**src/sv/heating_pump_supervisor_macros.svh**
```systemverilog
// Assertion macros shared by the heating pump supervisor RTL.
`ifndef HEATING_PUMP_SUPERVISOR_MACROS_SVH
`define HEATING_PUMP_SUPERVISOR_MACROS_SVH

// Same-cycle implication, clocked on clk, disabled while arst_n is low.
`define HPS_ASSERT_IMPL(lbl, pre, post) \
	lbl: assert property (@(posedge clk) disable iff (!arst_n) (pre) |-> (post)) \
		else $error("hps assertion failed");

// Next-cycle implication, clocked on clk, disabled while arst_n is low.
`define HPS_ASSERT_NEXT(lbl, pre, post) \
	lbl: assert property (@(posedge clk) disable iff (!arst_n) (pre) |=> (post)) \
		else $error("hps assertion failed");

`endif

```
**src/sv/hps_pkg.sv**
```systemverilog
// Types and constants of the heating pump supervisor.
package hps_pkg;

	typedef enum logic [1:0] {
		KIND_READING = 2'd0,
		KIND_MANUAL  = 2'd1,
		KIND_TICK    = 2'd2,
		KIND_RESTART = 2'd3
	} kind_t;

	typedef enum logic [2:0] {
		RSN_COLD     = 3'd0,
		RSN_HOT      = 3'd1,
		RSN_MAN_ON   = 3'd2,
		RSN_MAN_OFF  = 3'd3,
		RSN_MAINT    = 3'd4,
		RSN_SENSOR   = 3'd5,
		RSN_OVERHEAT = 3'd6
	} reason_t;

	// manual override modes; the spare code counts as none
	localparam logic [1:0] MODE_NONE  = 2'd0;
	localparam logic [1:0] MODE_START = 2'd1;
	localparam logic [1:0] MODE_STOP  = 2'd2;
	localparam logic [1:0] MODE_SPARE = 2'd3;

	// configuration register indexes
	localparam int unsigned CFG_IDX_W = 3;
	localparam logic [CFG_IDX_W-1:0] CFG_FAIL_LIMIT = 3'd0;
	localparam logic [CFG_IDX_W-1:0] CFG_CRIT_TEMP  = 3'd1;
	localparam logic [CFG_IDX_W-1:0] CFG_START_TEMP = 3'd2;
	localparam logic [CFG_IDX_W-1:0] CFG_STOP_TEMP  = 3'd3;
	localparam logic [CFG_IDX_W-1:0] CFG_MAINT_INT  = 3'd4;
	localparam logic [CFG_IDX_W-1:0] CFG_MAINT_LEN  = 3'd5;
	localparam int unsigned CFG_DATA_W = 32;

	localparam logic [7:0]  RST_FAIL_LIMIT = 8'd3;
	localparam logic [15:0] RST_CRIT_TEMP  = 16'd850;
	localparam logic [15:0] RST_START_TEMP = 16'd300;
	localparam logic [15:0] RST_STOP_TEMP  = 16'd250;
	localparam logic [31:0] RST_MAINT_INT  = 32'd604800;
	localparam logic [31:0] RST_MAINT_LEN  = 32'd60;

	localparam logic [16:0] OVERHEAT_HYST = 17'd20;
	localparam logic [7:0]  FAIL_MAX      = 8'hFF;

	// temperatures are raw two's complement bits
	typedef struct packed {
		logic [7:0]  fail_limit;
		logic [15:0] crit_temp;
		logic [15:0] start_temp;
		logic [15:0] stop_temp;
		logic [31:0] maint_int;
		logic [31:0] maint_len;
	} cfg_t;

	// packed so that accepted lands in bit 0
	typedef struct packed {
		reason_t    reason;
		logic       pump_on;
		reason_t    reason_was;
		logic       switched;
		logic       maint_started;
		logic       stop_dropped;
		logic       ovr_timeout;
		logic       ovht_clear;
		logic       ovht_set;
		logic       sensor_back;
		logic       sensor_failed_event;
		logic       accepted;
	} res_t;

endpackage

```
**src/sv/hps_core.sv**
```systemverilog
// Supervisor state and the per-item update logic.
module hps_core #(
	parameter int unsigned TIME_WIDTH = 32,
	parameter int unsigned TEMP_WIDTH = 16
) (
	input  logic                  clk,
	input  logic                  arst_n,
	input  logic                  en,
	input  hps_pkg::kind_t        kind,
	input  logic [TIME_WIDTH-1:0] now_time,
	input  logic                  reading_valid,
	input  logic [TEMP_WIDTH-1:0] temperature,
	input  logic [1:0]            manual_mode,
	input  logic [31:0]           manual_length,
	input  hps_pkg::cfg_t         cfg,
	output hps_pkg::res_t         res
);
	import hps_pkg::*;
	`include "heating_pump_supervisor_macros.svh"

	localparam int unsigned CW = (TIME_WIDTH > 32) ? TIME_WIDTH : 32;
	localparam int unsigned SW = CW + 1;

	logic [7:0]            fail_count_q, fail_count_d;
	logic                  sensor_bad_q, sensor_bad_d;
	logic                  have_reading_q, have_reading_d;
	logic [TEMP_WIDTH-1:0] last_temp_q, last_temp_d;
	logic                  overheat_q, overheat_d;
	logic                  hot_q, hot_d;
	logic [1:0]            ovr_mode_q, ovr_mode_d;
	logic [TIME_WIDTH-1:0] ovr_until_q, ovr_until_d;
	logic                  maint_active_q, maint_active_d;
	logic [TIME_WIDTH-1:0] maint_until_q, maint_until_d;
	logic                  pump_q, pump_d;
	logic [TIME_WIDTH-1:0] last_on_q, last_on_d;
	reason_t               reason_q, reason_d;

	function automatic logic [TIME_WIDTH-1:0] sat_add(input logic [TIME_WIDTH-1:0] a,
		input logic [31:0] b);
		logic [SW-1:0] s;
		s = SW'(a) + SW'(b);
		return (|s[SW-1:TIME_WIDTH]) ? {TIME_WIDTH{1'b1}} : s[TIME_WIDTH-1:0];
	endfunction

	logic signed [16:0] temp_x, last_x, crit_x, crit_lo_x, start_x, stop_x;
	logic [1:0]         mode_in;
	logic [TIME_WIDTH-1:0] off_span;
	logic [CW-1:0]      off_span_x, maint_int_x;
	logic               maint_due;
	logic               on_sel;
	reason_t            why_sel;

	always_comb begin
		temp_x    = signed'({{(17-TEMP_WIDTH){temperature[TEMP_WIDTH-1]}}, temperature});
		last_x    = signed'({{(17-TEMP_WIDTH){last_temp_q[TEMP_WIDTH-1]}}, last_temp_q});
		crit_x    = signed'({cfg.crit_temp[15], cfg.crit_temp});
		crit_lo_x = crit_x - signed'(OVERHEAT_HYST);
		start_x   = signed'({cfg.start_temp[15], cfg.start_temp});
		stop_x    = signed'({cfg.stop_temp[15], cfg.stop_temp});
		mode_in   = (manual_mode == MODE_START || manual_mode == MODE_STOP) ? manual_mode
			: MODE_NONE;
	end

	always_comb begin
		fail_count_d   = fail_count_q;
		sensor_bad_d   = sensor_bad_q;
		have_reading_d = have_reading_q;
		last_temp_d    = last_temp_q;
		overheat_d     = overheat_q;
		hot_d          = hot_q;
		ovr_mode_d     = ovr_mode_q;
		ovr_until_d    = ovr_until_q;
		maint_active_d = maint_active_q;
		maint_until_d  = maint_until_q;
		pump_d         = pump_q;
		last_on_d      = last_on_q;
		reason_d       = reason_q;
		res            = '0;
		res.accepted   = 1'b1;
		off_span       = '0;
		off_span_x     = '0;
		maint_int_x    = CW'(cfg.maint_int);
		maint_due      = 1'b0;
		on_sel         = 1'b0;
		why_sel        = RSN_COLD;

		unique case (kind)
			KIND_READING: begin
				if (!reading_valid) begin
					if (fail_count_q != FAIL_MAX) begin
						fail_count_d = fail_count_q + 8'd1;
					end
					if (!sensor_bad_q && fail_count_d >= cfg.fail_limit) begin
						sensor_bad_d = 1'b1;
						res.sensor_failed_event = 1'b1;
					end
				end else begin
					res.sensor_back = sensor_bad_q;
					sensor_bad_d   = 1'b0;
					fail_count_d   = '0;
					have_reading_d = 1'b1;
					last_temp_d    = temperature;
					if (!overheat_q && temp_x >= crit_x) begin
						overheat_d = 1'b1;
						res.ovht_set = 1'b1;
					end else if (overheat_q && temp_x < crit_lo_x) begin
						overheat_d = 1'b0;
						res.ovht_clear = 1'b1;
					end
					if (temp_x > start_x) begin
						hot_d = 1'b1;
					end else if (temp_x < stop_x) begin
						hot_d = 1'b0;
					end
				end
			end
			KIND_MANUAL: begin
				if (mode_in == MODE_STOP && overheat_q) begin
					res.accepted = 1'b0;
				end else begin
					ovr_mode_d  = mode_in;
					ovr_until_d = (mode_in == MODE_NONE) ? '0 : sat_add(now_time, manual_length);
				end
			end
			KIND_TICK: begin
				if (ovr_mode_q != MODE_NONE && now_time >= ovr_until_q) begin
					ovr_mode_d = MODE_NONE;
					res.ovr_timeout = 1'b1;
				end
				if (ovr_mode_d == MODE_STOP && overheat_q) begin
					ovr_mode_d = MODE_NONE;
					res.stop_dropped = 1'b1;
				end
				if (pump_q) begin
					last_on_d = now_time;
				end
				if (maint_active_q && now_time >= maint_until_q) begin
					maint_active_d = 1'b0;
				end
				off_span   = now_time - last_on_d;
				off_span_x = CW'(off_span);
				maint_due  = !maint_active_d && !pump_q && ovr_mode_d == MODE_NONE
					&& !sensor_bad_q && have_reading_q && last_x < stop_x
					&& now_time >= last_on_d && off_span_x >= maint_int_x;
				if (maint_due) begin
					maint_active_d = 1'b1;
					maint_until_d  = sat_add(now_time, cfg.maint_len);
					res.maint_started = 1'b1;
				end
				// fixed priority
				if (overheat_q) begin
					on_sel = 1'b1; why_sel = RSN_OVERHEAT;
				end else if (ovr_mode_d == MODE_START) begin
					on_sel = 1'b1; why_sel = RSN_MAN_ON;
				end else if (ovr_mode_d == MODE_STOP) begin
					on_sel = 1'b0; why_sel = RSN_MAN_OFF;
				end else if (sensor_bad_q) begin
					on_sel = 1'b1; why_sel = RSN_SENSOR;
				end else if (hot_q) begin
					on_sel = 1'b1; why_sel = RSN_HOT;
				end else if (maint_active_d) begin
					on_sel = 1'b1; why_sel = RSN_MAINT;
				end else begin
					on_sel = 1'b0; why_sel = RSN_COLD;
				end
				res.switched = (on_sel != pump_q);
				pump_d       = on_sel;
				if (on_sel) begin
					last_on_d = now_time;
				end
				reason_d = why_sel;
			end
			KIND_RESTART: begin
				fail_count_d   = '0;
				sensor_bad_d   = 1'b0;
				have_reading_d = 1'b0;
				last_temp_d    = '0;
				overheat_d     = 1'b0;
				hot_d          = 1'b0;
				ovr_mode_d     = MODE_NONE;
				ovr_until_d    = '0;
				maint_active_d = 1'b0;
				maint_until_d  = '0;
				pump_d         = 1'b0;
				last_on_d      = now_time;
				reason_d       = RSN_COLD;
			end
			default: begin
			end
		endcase

		// reason_was is the old reason on a tick, the new one otherwise
		res.reason_was = (kind == KIND_TICK) ? reason_q : reason_d;
		res.pump_on    = pump_d;
		res.reason     = reason_d;
	end

	always_ff @(posedge clk or negedge arst_n) begin
		if (!arst_n) begin
			fail_count_q   <= '0;
			sensor_bad_q   <= 1'b0;
			have_reading_q <= 1'b0;
			last_temp_q    <= '0;
			overheat_q     <= 1'b0;
			hot_q          <= 1'b0;
			ovr_mode_q     <= MODE_NONE;
			ovr_until_q    <= '0;
			maint_active_q <= 1'b0;
			maint_until_q  <= '0;
			pump_q         <= 1'b0;
			last_on_q      <= '0;
			reason_q       <= RSN_COLD;
		end else if (en) begin
			fail_count_q   <= fail_count_d;
			sensor_bad_q   <= sensor_bad_d;
			have_reading_q <= have_reading_d;
			last_temp_q    <= last_temp_d;
			overheat_q     <= overheat_d;
			hot_q          <= hot_d;
			ovr_mode_q     <= ovr_mode_d;
			ovr_until_q    <= ovr_until_d;
			maint_active_q <= maint_active_d;
			maint_until_q  <= maint_until_d;
			pump_q         <= pump_d;
			last_on_q      <= last_on_d;
			reason_q       <= reason_d;
		end
	end

	// sensor can only be failed after at least one bad read
	`HPS_ASSERT_IMPL(a_bad_has_count, sensor_bad_q, fail_count_q != 8'd0)
	// pump state and stored reason agree
	`HPS_ASSERT_IMPL(a_pump_reason, 1'b1,
		pump_q == (reason_q == RSN_HOT || reason_q == RSN_MAN_ON || reason_q == RSN_MAINT
		|| reason_q == RSN_SENSOR || reason_q == RSN_OVERHEAT))
	// a manual stop never survives into a state with overheat after a tick
	`HPS_ASSERT_NEXT(a_stop_cancel, en && kind == KIND_TICK,
		!(ovr_mode_q == MODE_STOP && overheat_q))

endmodule

```
**src/sv/heating_pump_supervisor.sv**
```systemverilog
// Top level of the heating pump supervisor: stream ports, config, pipeline registers.
// Heating pump supervisor.
// Input stream s_*: one timestamped item per transfer; s_tuser carries the item
// kind (reading, manual command, decision tick, restart), s_tdata the fields.
// Output stream m_*: exactly one result per input item, in order, with event
// flags, accepted, reason_was, pump_on and reason.
// Config: cfg_we with cfg_index/cfg_wdata writes one register per clock; write
// only while the block is idle.
// Pipeline: an accepted item sits in the input register while the state
// update runs; its result is captured in the output register, which drives
// m_tvalid, and the output transfer is made from there.
// Throughput: one item per cycle while m_tready does not hold the output;
// the state registers update once per item, so back-to-back items never wait on each other.
// Stall: when m_tready is low the result holds in the output register, the
// item behind it holds in the input register, and s_tready drops only when
// both are full.
// Reset (arst_n low): all supervisor state clears, config registers return to
// their default values, both streams go empty.
module heating_pump_supervisor #(
	parameter int unsigned TIME_WIDTH = 32,
	parameter int unsigned TEMP_WIDTH = 16
) (
	input  logic clk,
	input  logic arst_n,
	input  logic s_tvalid,
	output logic s_tready,
	// kind[1:0]
	input  logic [1:0] s_tuser,
	// now_time, reading_valid, temperature, manual_mode, manual_length, zero fill
	input  logic [(((TIME_WIDTH+TEMP_WIDTH+35)+7)/8)*8-1:0] s_tdata,
	output logic m_tvalid,
	input  logic m_tready,
	// accepted, sensor_failed_event, sensor_back, ovht_set,
	// ovht_clear, ovr_timeout, stop_dropped, maint_started,
	// switched, reason_was[2:0], pump_on, reason[2:0]
	output logic [15:0] m_tdata,
	input  logic cfg_we,
	input  logic [hps_pkg::CFG_IDX_W-1:0] cfg_index,
	input  logic [hps_pkg::CFG_DATA_W-1:0] cfg_wdata
);
	import hps_pkg::*;
	`include "heating_pump_supervisor_macros.svh"

	localparam int unsigned OFF_VALID = TIME_WIDTH;
	localparam int unsigned OFF_TEMP  = OFF_VALID + 1;
	localparam int unsigned OFF_MODE  = OFF_TEMP + TEMP_WIDTH;
	localparam int unsigned OFF_LEN   = OFF_MODE + 2;

	cfg_t cfg_q;

	always_ff @(posedge clk or negedge arst_n) begin
		if (!arst_n) begin
			cfg_q.fail_limit <= RST_FAIL_LIMIT;
			cfg_q.crit_temp  <= RST_CRIT_TEMP;
			cfg_q.start_temp <= RST_START_TEMP;
			cfg_q.stop_temp  <= RST_STOP_TEMP;
			cfg_q.maint_int  <= RST_MAINT_INT;
			cfg_q.maint_len  <= RST_MAINT_LEN;
		end else if (cfg_we) begin
			unique case (cfg_index)
				CFG_FAIL_LIMIT: cfg_q.fail_limit <= cfg_wdata[7:0];
				CFG_CRIT_TEMP:  cfg_q.crit_temp  <= cfg_wdata[15:0];
				CFG_START_TEMP: cfg_q.start_temp <= cfg_wdata[15:0];
				CFG_STOP_TEMP:  cfg_q.stop_temp  <= cfg_wdata[15:0];
				CFG_MAINT_INT:  cfg_q.maint_int  <= cfg_wdata;
				CFG_MAINT_LEN:  cfg_q.maint_len  <= cfg_wdata;
				default: begin
				end
			endcase
		end
	end

	// input register
	logic                  valid_s1;
	kind_t                 kind_s1;
	logic [TIME_WIDTH-1:0] now_s1;
	logic                  rvalid_s1;
	logic [TEMP_WIDTH-1:0] temp_s1;
	logic [1:0]            mode_s1;
	logic [31:0]           len_s1;

	res_t res_c, res_q;
	logic advance;

	assign advance  = valid_s1 && (!m_tvalid || m_tready);
	assign s_tready = !valid_s1 || advance;

	always_ff @(posedge clk or negedge arst_n) begin
		if (!arst_n) begin
			valid_s1 <= 1'b0;
		end else if (s_tready) begin
			valid_s1 <= s_tvalid;
		end
	end

	always_ff @(posedge clk) begin
		if (s_tready && s_tvalid) begin
			kind_s1   <= kind_t'(s_tuser);
			now_s1    <= s_tdata[TIME_WIDTH-1:0];
			rvalid_s1 <= s_tdata[OFF_VALID];
			temp_s1   <= s_tdata[OFF_TEMP +: TEMP_WIDTH];
			mode_s1   <= s_tdata[OFF_MODE +: 2];
			len_s1    <= s_tdata[OFF_LEN +: 32];
		end
	end

	hps_core #(
		.TIME_WIDTH(TIME_WIDTH),
		.TEMP_WIDTH(TEMP_WIDTH)
	) u_core (
		.clk          (clk),
		.arst_n       (arst_n),
		.en           (advance),
		.kind         (kind_s1),
		.now_time     (now_s1),
		.reading_valid(rvalid_s1),
		.temperature  (temp_s1),
		.manual_mode  (mode_s1),
		.manual_length(len_s1),
		.cfg          (cfg_q),
		.res          (res_c)
	);

	// output register
	always_ff @(posedge clk or negedge arst_n) begin
		if (!arst_n) begin
			m_tvalid <= 1'b0;
		end else if (advance) begin
			m_tvalid <= 1'b1;
		end else if (m_tready) begin
			m_tvalid <= 1'b0;
		end
	end

	always_ff @(posedge clk) begin
		if (advance) begin
			res_q <= res_c;
		end
	end

	assign m_tdata = res_q;

	`HPS_ASSERT_NEXT(a_adv_gives_out, advance, m_tvalid)
	`HPS_ASSERT_IMPL(a_ready_when_out_empty, !m_tvalid, s_tready)
	`HPS_ASSERT_NEXT(a_s1_holds, valid_s1 && !advance, valid_s1)

endmodule

```
**config.mk**
```make
export PLATFORM = sky130hd
export DESIGN_NAME = heating_pump_supervisor
export DESIGN_NICKNAME = d
export VERILOG_FILES = /design/src/sv/hps_pkg.sv /design/src/sv/hps_core.sv /design/src/sv/heating_pump_supervisor.sv
export VERILOG_INCLUDE_DIRS = /design/src /design/src/sv
export SDC_FILE = /design/constraint.sdc
export NUM_CORES = 1
export LEC_CHECK = 0
export ABC_AREA = 0
export BUFFER_PORTS_ARGS = -buffer_cell sky130_fd_sc_hd__buf_2
export CAP_MARGIN = 30
export CORE_UTILIZATION = 30
export DETAILED_ROUTE_END_ITERATION = 16
export HOLD_SLACK_MARGIN = 0.15
export PLACE_DENSITY = 0.44
export SYNTH_ARGS = -nofsm -noshare
export SYNTH_HDL_FRONTEND = slang
export SYNTH_SLANG_ARGS = --single-unit
```
**constraint.sdc**
```tcl
create_clock -name clk -period 13.3 [get_ports clk]
set_input_delay 1.995 -clock clk [delete_from_list [all_inputs] [get_ports clk]]
set_output_delay 1.995 -clock clk [all_outputs]
set_load 0.02 [all_outputs]
```
==> results of run 1 <==
-- layout by cell type (no fill, tap or decap), types with 20 or more instances in the layout --
cell type,count
dfstp_2,28
o21a_1,30
o21ai_0,204
a21oi_1,163
clkbuf_16,47
ha_1,289
buf_4,21
and3_1,45
nand2b_1,28
nor3_1,34
inv_1,239
xor2_1,22
a21o_1,73
xnor2_1,51
nand2_1,255
nor2_1,112
nor2b_1,20
o211ai_1,24
mux2i_1,38
nand3_1,134
a211o_1,40
buf_2,142
nand4_1,41
dfrtp_1,224
edfxtp_1,101
mux2_2,54
o2bb2ai_1,26
-- cell type report --
type                            instances  area, sq um  share of cell area [%]
Clock buffer                           59         1290                    4.62
Multi-Input combinational cell       1921        13700                    48.8
Sequential cell                       354         9400                    33.6
Timing Repair Buffer                  170         1020                    3.66
Clock inverter                         29          365                    1.31
Inverter                              241          906                    3.24
Tap cell                             1050         1310                    4.70
-- through the flow --
step                total power [uW]  std cells  utilization (%)  hold WS, ns
finish                          4890       3824             35.2        0.461
detailed placement              3550       3735             33.0        0.456
CTS                             4960       3823             35.1        0.468
floorplan                       3000       2609                -        0.439
global placement                3480       3729             32.9        0.452
global route                    5280       3824             35.2        0.486
-- routing by layer --
metal  track usage (%)  up-vias  part of all wire (%)
li1                  -     9729                     -
met1              23.5     9402                    48
met2              28.5      351                    46
met3              2.19       94                   3.2
met4              4.87        0                   2.4
met5                 0        -                     0
-- flip-flops by register name (all words and copies together), names as in the netlist, 32 cells and up --
| register | cells |
|---|---|
| u_core.maint_until_q | 32 |
| now_s1 | 32 |
| len_s1 | 32 |
| u_core.last_on_q | 32 |
| cfg_q | 120 |
| u_core.ovr_until_q | 32 |
-- final timing paths --
kind                                        start                endpoint  slack (ns)  cells past startpoint
min in group asynchronous                  arst_n                valid_s1        1.50                      1
max reg2reg                         u_core.pump_q     u_core.last_on_q[1]        6.25                     23
min reg2reg                u_core.ovr_until_q[14]  u_core.ovr_until_q[14]        0.46                      2
max in group asynchronous                  arst_n               cfg_q[88]       10.40                      3
max                                 u_core.pump_q     u_core.last_on_q[1]        6.25                     23
min                        u_core.ovr_until_q[14]  u_core.ovr_until_q[14]        0.46                      2
-- critical path, delay by kind of cell, from the launching register on --
family	cells	cell delay, ns
AO/OA/AOI/OAI	13	3.91
adder cells (fa/ha/maj)	2	0.60
flip-flops	1	0.34
XOR/XNOR	1	0.15
AND/OR/NAND/NOR	4	0.63
buffers and inverters	2	0.83
multiplexers	1	0.35
-- where the power goes --
part / leakage, uW / internal (uW) / total [uW] / switching [uW]
logic: 0.00774 / 862 / 2030 / 1170
clock network: 0.000818 / 828 / 1360 / 532
registers: 0.00405 / 1350 / 1500 / 151
total: 0.0126 / 3040 / 4890 / 1860
-- kinds of logic (layout without fill, tap and decap cells) --
family	after synthesis	after routing
adders and majority gates	294	294
AOI/OAI and AO/OA	725	725
and+or+nand+nor	737	737
muxes	92	92
xor gates and xnor gates	73	73
DFF	354	354
buffers and inverters	334	499
==> results.yml, run 1 <==
outcome:
  status: "completed"
clock_network:
  clk-insertion-delay-late_ns: 0.61
  cts_root_buf: "clkbuf_16"
  cts_resized: 0
  cts_tree: "built"
  cts.clk_slew.worst_paths_ns: 0.06
  cts_max_level: 2
  clock-sinks: 354
  clk_path_buf_depth: 3
  cts_buffers: 47
  cts_hold_buf: 0
  post_cts_buffers: 0
worst_hold_path:
  hp-class: "flip-flop to flip-flop"
floorplan:
  die_y_microns: 286
  start_util_pct: 30.5
  die_area_sq_um: 82000
  io_pins: 148
  die_w_microns: 286
  core_sq_um: 79500
  rows: 103
critical_path:
  path_max_fanout: 60
  cp_slowest_cell: "a311o_2"
  path_class: "flip-flop to flip-flop"
  cp_cell_sequence: "buf_4, mux2i_1, ha_1, a21o_1, a211o_1, o221ai_1, o21ai_1, o221ai_1, a21oi_1, or3_1, a21oi_1, xnor2_1, ha_1, nand2_1, nor2_1, a2111oi_0, o21bai_1, a31oi_1, a21boi_1, a311o_2, buf_4, a211o_1, nand3_1"
  cpPeakStageDelay_ns: 0.52
  critPathLaunchType: "flip-flop"
  crit_required_ns: 13.82
  worst_setup_path_end_kind: "flip-flop"
  cp.arrival_ns: 7.57
sta:
  tns_ns: 0
  tightest_slew_ns: 1.03
  fin_ws_ns: 6.25
  relSlewSlack_pct: 29.6
  hold_viol_final: 0
  fin_crit_ns: 7.05
  maxSlewViolCount: 0
  rsz0062_at_grt: "false"
  max_freq_ghz: 0.142
  post-route-period-util_pct: 53.0
  setup_viol: 0
  skew_ns: 0.0293
synthesis:
  synth-main-ff-cell: "dfrtp_1"
  ys_seq_area_share_pct: 38.8
  synth_area_leader_cell: "dfrtp_1"
  ys_ff_latch: 354
  synth_top_area_share_pct: 23.2
  synthAdderAreaFrac_pct: 15.3
  synth_cell_types: 87
  yosys_warnings: 0
  synth_compound_area_share_pct: 19.3
  syn-num-nets: 3033
  syn-instance-count: 2609
  netlist_area_sq_um: 24300
  synth-async-reset-ratio_pct: 71.5
  synth_simple_gate_area_share_pct: 14.7
  synth_top_family_by_area: "compound AO/OA/AOI/OAI gates"
  ys_top_cells_by_area: "dfrtp_1 (23%), ha_1 (15%), edfxtp_1 (13%)"
  synth_mux_area_share_pct: 4.08
  syn_area_per_cell_sq_um: 9.30
  synth_xor_area_share_pct: 2.64
  ys_top_cells_by_count: "ha_1 (291), nand2_1 (255), inv_1 (240)"
  synth-edff-count: 101
  synth.most_common_cell: "ha_1"
global_routing:
  grt_max_degree: 115
  grt_pass1_vias: 19700
  grt_pass1_wl_microns: 111000
  grt_usage_pct: 17.2
  grt_antenna_before_repair: 1
  overflow: 0
finish:
  area_delta_synth_final_pct: 15.3
  drive_gt1_share_pct: 13.3
  num-nets-final: 3159
  antenna_cells: 0
  fill_cells: 8038
  design_area_sq_um: 28000
routing:
  drt_pass1_iterations: 5
  first_iter_violations: 1201
  viasPerCell: 5.12
  post_drt_wl_per_cell_microns: 18.5
  wirelength_microns: 70600
  vias: 19600
  drc: 0
  ant_nets: 0
power_and_ir_drop:
  powerDensity_nw_per_um2: 175
  ir_worst_vdd_mv: 0.105
  leakage_uw: 0.0126
placed_design:
  hpwl_microns: 52900
  dpl_cell_area_sq_um: 26300
  numPortBuffers: 142
  dp_slack_ns: 6.26
  gp_congestion: 0.884
flow_run:
  drv_cap: 0
Power figures use the tool's default switching activity.
==> run 2, diff against run 1 <==
Settings changed: ABC_AREA 0 to 1.
Clock period 13.3 ns to 6.87 ns, I/O delays scaled along.
==> results.yml, run 2 <==
outcome:
  status: "completed"
finish:
  largest_reg_flops: 120
  num-nets-final: 3516
  regMostFlops: "cfg_q"
  layout_commonest_cell: "nand2_1"
  final_cell_mix: "nand2_1 (653), inv_1 (402), o21ai_0 (321)"
  final_cells: 4171
  antenna_cells: 0
  finish.utilization_pct: 35.2
  area_delta_synth_final_pct: 15.6
  drive_gt1_share_pct: 10.8
synthesis:
  synth_area_leader_cell: "dfrtp_1"
  netlist_area_sq_um: 23700
  synth.most_common_cell: "nand2_1"
  ys_ff_latch: 354
  ys_top_cells_by_area: "dfrtp_1 (24%), ha_1 (15%), edfxtp_1 (13%)"
  synth_cell_types: 57
  syn-instance-count: 2927
  yosys_warnings: 0
  synth-edff-count: 101
  synth-main-ff-cell: "dfrtp_1"
  ys_seq_area_share_pct: 39.7
  syn-num-nets: 3351
  ys_top_cells_by_count: "nand2_1 (655), inv_1 (403), o21ai_0 (321)"
  synth-async-reset-ratio_pct: 71.5
  syn_area_per_cell_sq_um: 8.09
  synth_top_area_share_pct: 23.8
critical_path:
  cpPeakStageDelay_ns: 0.82
  crit_required_ns: 7.33
  rr_startpoint: "u_core.pump_q"
  r2r_slack_ns: 0.79
  cp.arrival_ns: 6.54
  path_class: "flip-flop to flip-flop"
  worst_setup_path_end_kind: "flip-flop"
  r2r-end: "u_core.last_on_q[11]"
  cp_common_cell: "nand2_1"
  rr_worst_depth: 32
  critPathLaunchType: "flip-flop"
  cp_slowest_cell: "dfrtp_2"
  path_max_fanout: 40
clock_network:
  cts_hold_buf: 0
  cts_resized: 0
  cts_buffers: 47
  post_cts_buffers: 0
  cts_root_buf: "clkbuf_16"
  cts_max_level: 2
  cts.clk_slew.worst_paths_ns: 0.06
  clock-sinks: 354
  clk-insertion-delay-late_ns: 0.60
  clk_path_buf_depth: 3
  cts_tree: "built"
sta:
  fin_crit_ns: 6.08
  tns_ns: 0
  skew_ns: 0.0376
  setup_viol: 0
  max_freq_ghz: 0.165
  hold_viol_final: 0
  rsz0062_at_grt: "false"
  relSlewSlack_pct: 31.9
  maxSlewViolCount: 0
  post-route-period-util_pct: 88.4
  tightest_slew_ns: 1.01
routing:
  vias: 20500
  viasPerCell: 4.91
  post_drt_wl_per_cell_microns: 18.6
  drt_pass1_iterations: 5
  drc: 0
  ant_nets: 0
  wirelength_microns: 77400
  first_iter_violations: 1336
global_routing:
  grt_usage_pct: 19.2
  grt_antenna_before_repair: 1
  grt_max_degree: 158
  grt_pass1_wl_microns: 119000
  overflow: 0
  grt_pass1_vias: 20400
floorplan:
  start_util_pct: 30.4
  die_y_microns: 283
  die_w_microns: 283
  io_pins: 148
  rows: 102
  die_area_sq_um: 80100
  core_sq_um: 77800
worst_hold_path:
  hp-class: "primary input to asynchronous set/reset pin"
placed_design:
  numPortBuffers: 142
  gp_congestion: 0.913
  hpwl_microns: 58200
  placed_cells: 4083
flow_run:
  drv_cap: 0
power_and_ir_drop:
  ir_worst_vdd_mv: 0.159
  p_total_uw: 10500
  switching_share_pct: 42.4
  p_seq_share_pct: 29.1
  switchingPower_uw: 4440
  powerDensity_nw_per_um2: 383
  clock_power_share_pct: 24.2
  p_comb_share_pct: 46.7
  leakage_uw: 0.0131
  intPower_uw: 6030
## run 2: cell types whose count changed in the layout (fill, tap and decap cells not counted), moves of 28 or more
| cell | change |
|---|---|
| inv_1 | +163 |
| a21o_1 | -58 |
| mux2i_1 | -38 |
| o21ai_0 | +117 |
| nor2_1 | +40 |
| nand2b_1 | -28 |
| nand2_1 | +398 |
| a21oi_1 | +56 |
| and3_1 | -43 |
| mux2_2 | -54 |
| a211o_1 | -40 |
## run 2: cells by family (layout without fill, tap and decap cells)
logic type	count (synthesis)	count (layout)	synth area share, %
DFF	354	354	39.7
xor gates and xnor gates	70	70	2.59
and+or+nand+nor	1050	1050	18.6
adders and majority gates	294	294	15.6
AOI/OAI and AO/OA	684	684	15.7
buffers and inverters	475	679	7.79
## run 2: power by group through the flow
stage | combinational (uW) | clock, uW | sequential (uW)
3_5_place_dp | 4890 | 0 | 3090
2_1_floorplan | 3590 | 0 | 2970
5_1_grt | 5610 | 2700 | 3110
3_3_place_gp | 4760 | 0 | 3070
4_1_cts | 4920 | 2610 | 3050
6_report | 4890 | 2530 | 3050
## run 2: worst max-delay path: cells and delay by family, from the launching register on
kind,cells,cell delay (ns)
AOI/OAI and AO/OA,6,1.11
adders and majority gates,3,0.90
and+or+nand+nor,21,2.61
DFF,1,0.82
buffers and inverters,2,0.46
## run 2: how the worst max path moves through the flow
stage                        from                   end
floorplan           u_core.pump_q            m_tdata[8]
global placement    u_core.pump_q  u_core.last_on_q[13]
detailed placement  u_core.pump_q   u_core.last_on_q[1]
CTS                 u_core.pump_q  u_core.last_on_q[11]
global route        u_core.pump_q   u_core.last_on_q[7]
finish              u_core.pump_q  u_core.last_on_q[11]
## run 2: final cells by class
type	count	area, sq um
clock buffer	59	1270
clock inverter	29	312
fill	8207	50500
inverter	406	1530
multi-input combinational	2098	12500
sequential	354	9400
tap	1040	1300
timing repair buffer	185	1100
## run 2: per-stage QoR
step	setup slack, ns	area [sq um]	hold WS [ns]
floorplan	2.12	23700	0.444
global placement	0.847	25700	0.459
detailed placement	0.775	25800	0.460
CTS	0.740	27400	0.477
global route	0.274	27400	0.494
finish	0.794	27400	0.447
## run 2: metal layers
layer	routed length [microns]	track usage, %
met5	0	0
met4	1990	5.60
met3	4630	3.18
met2	33800	30.1
met1	37000	26.9
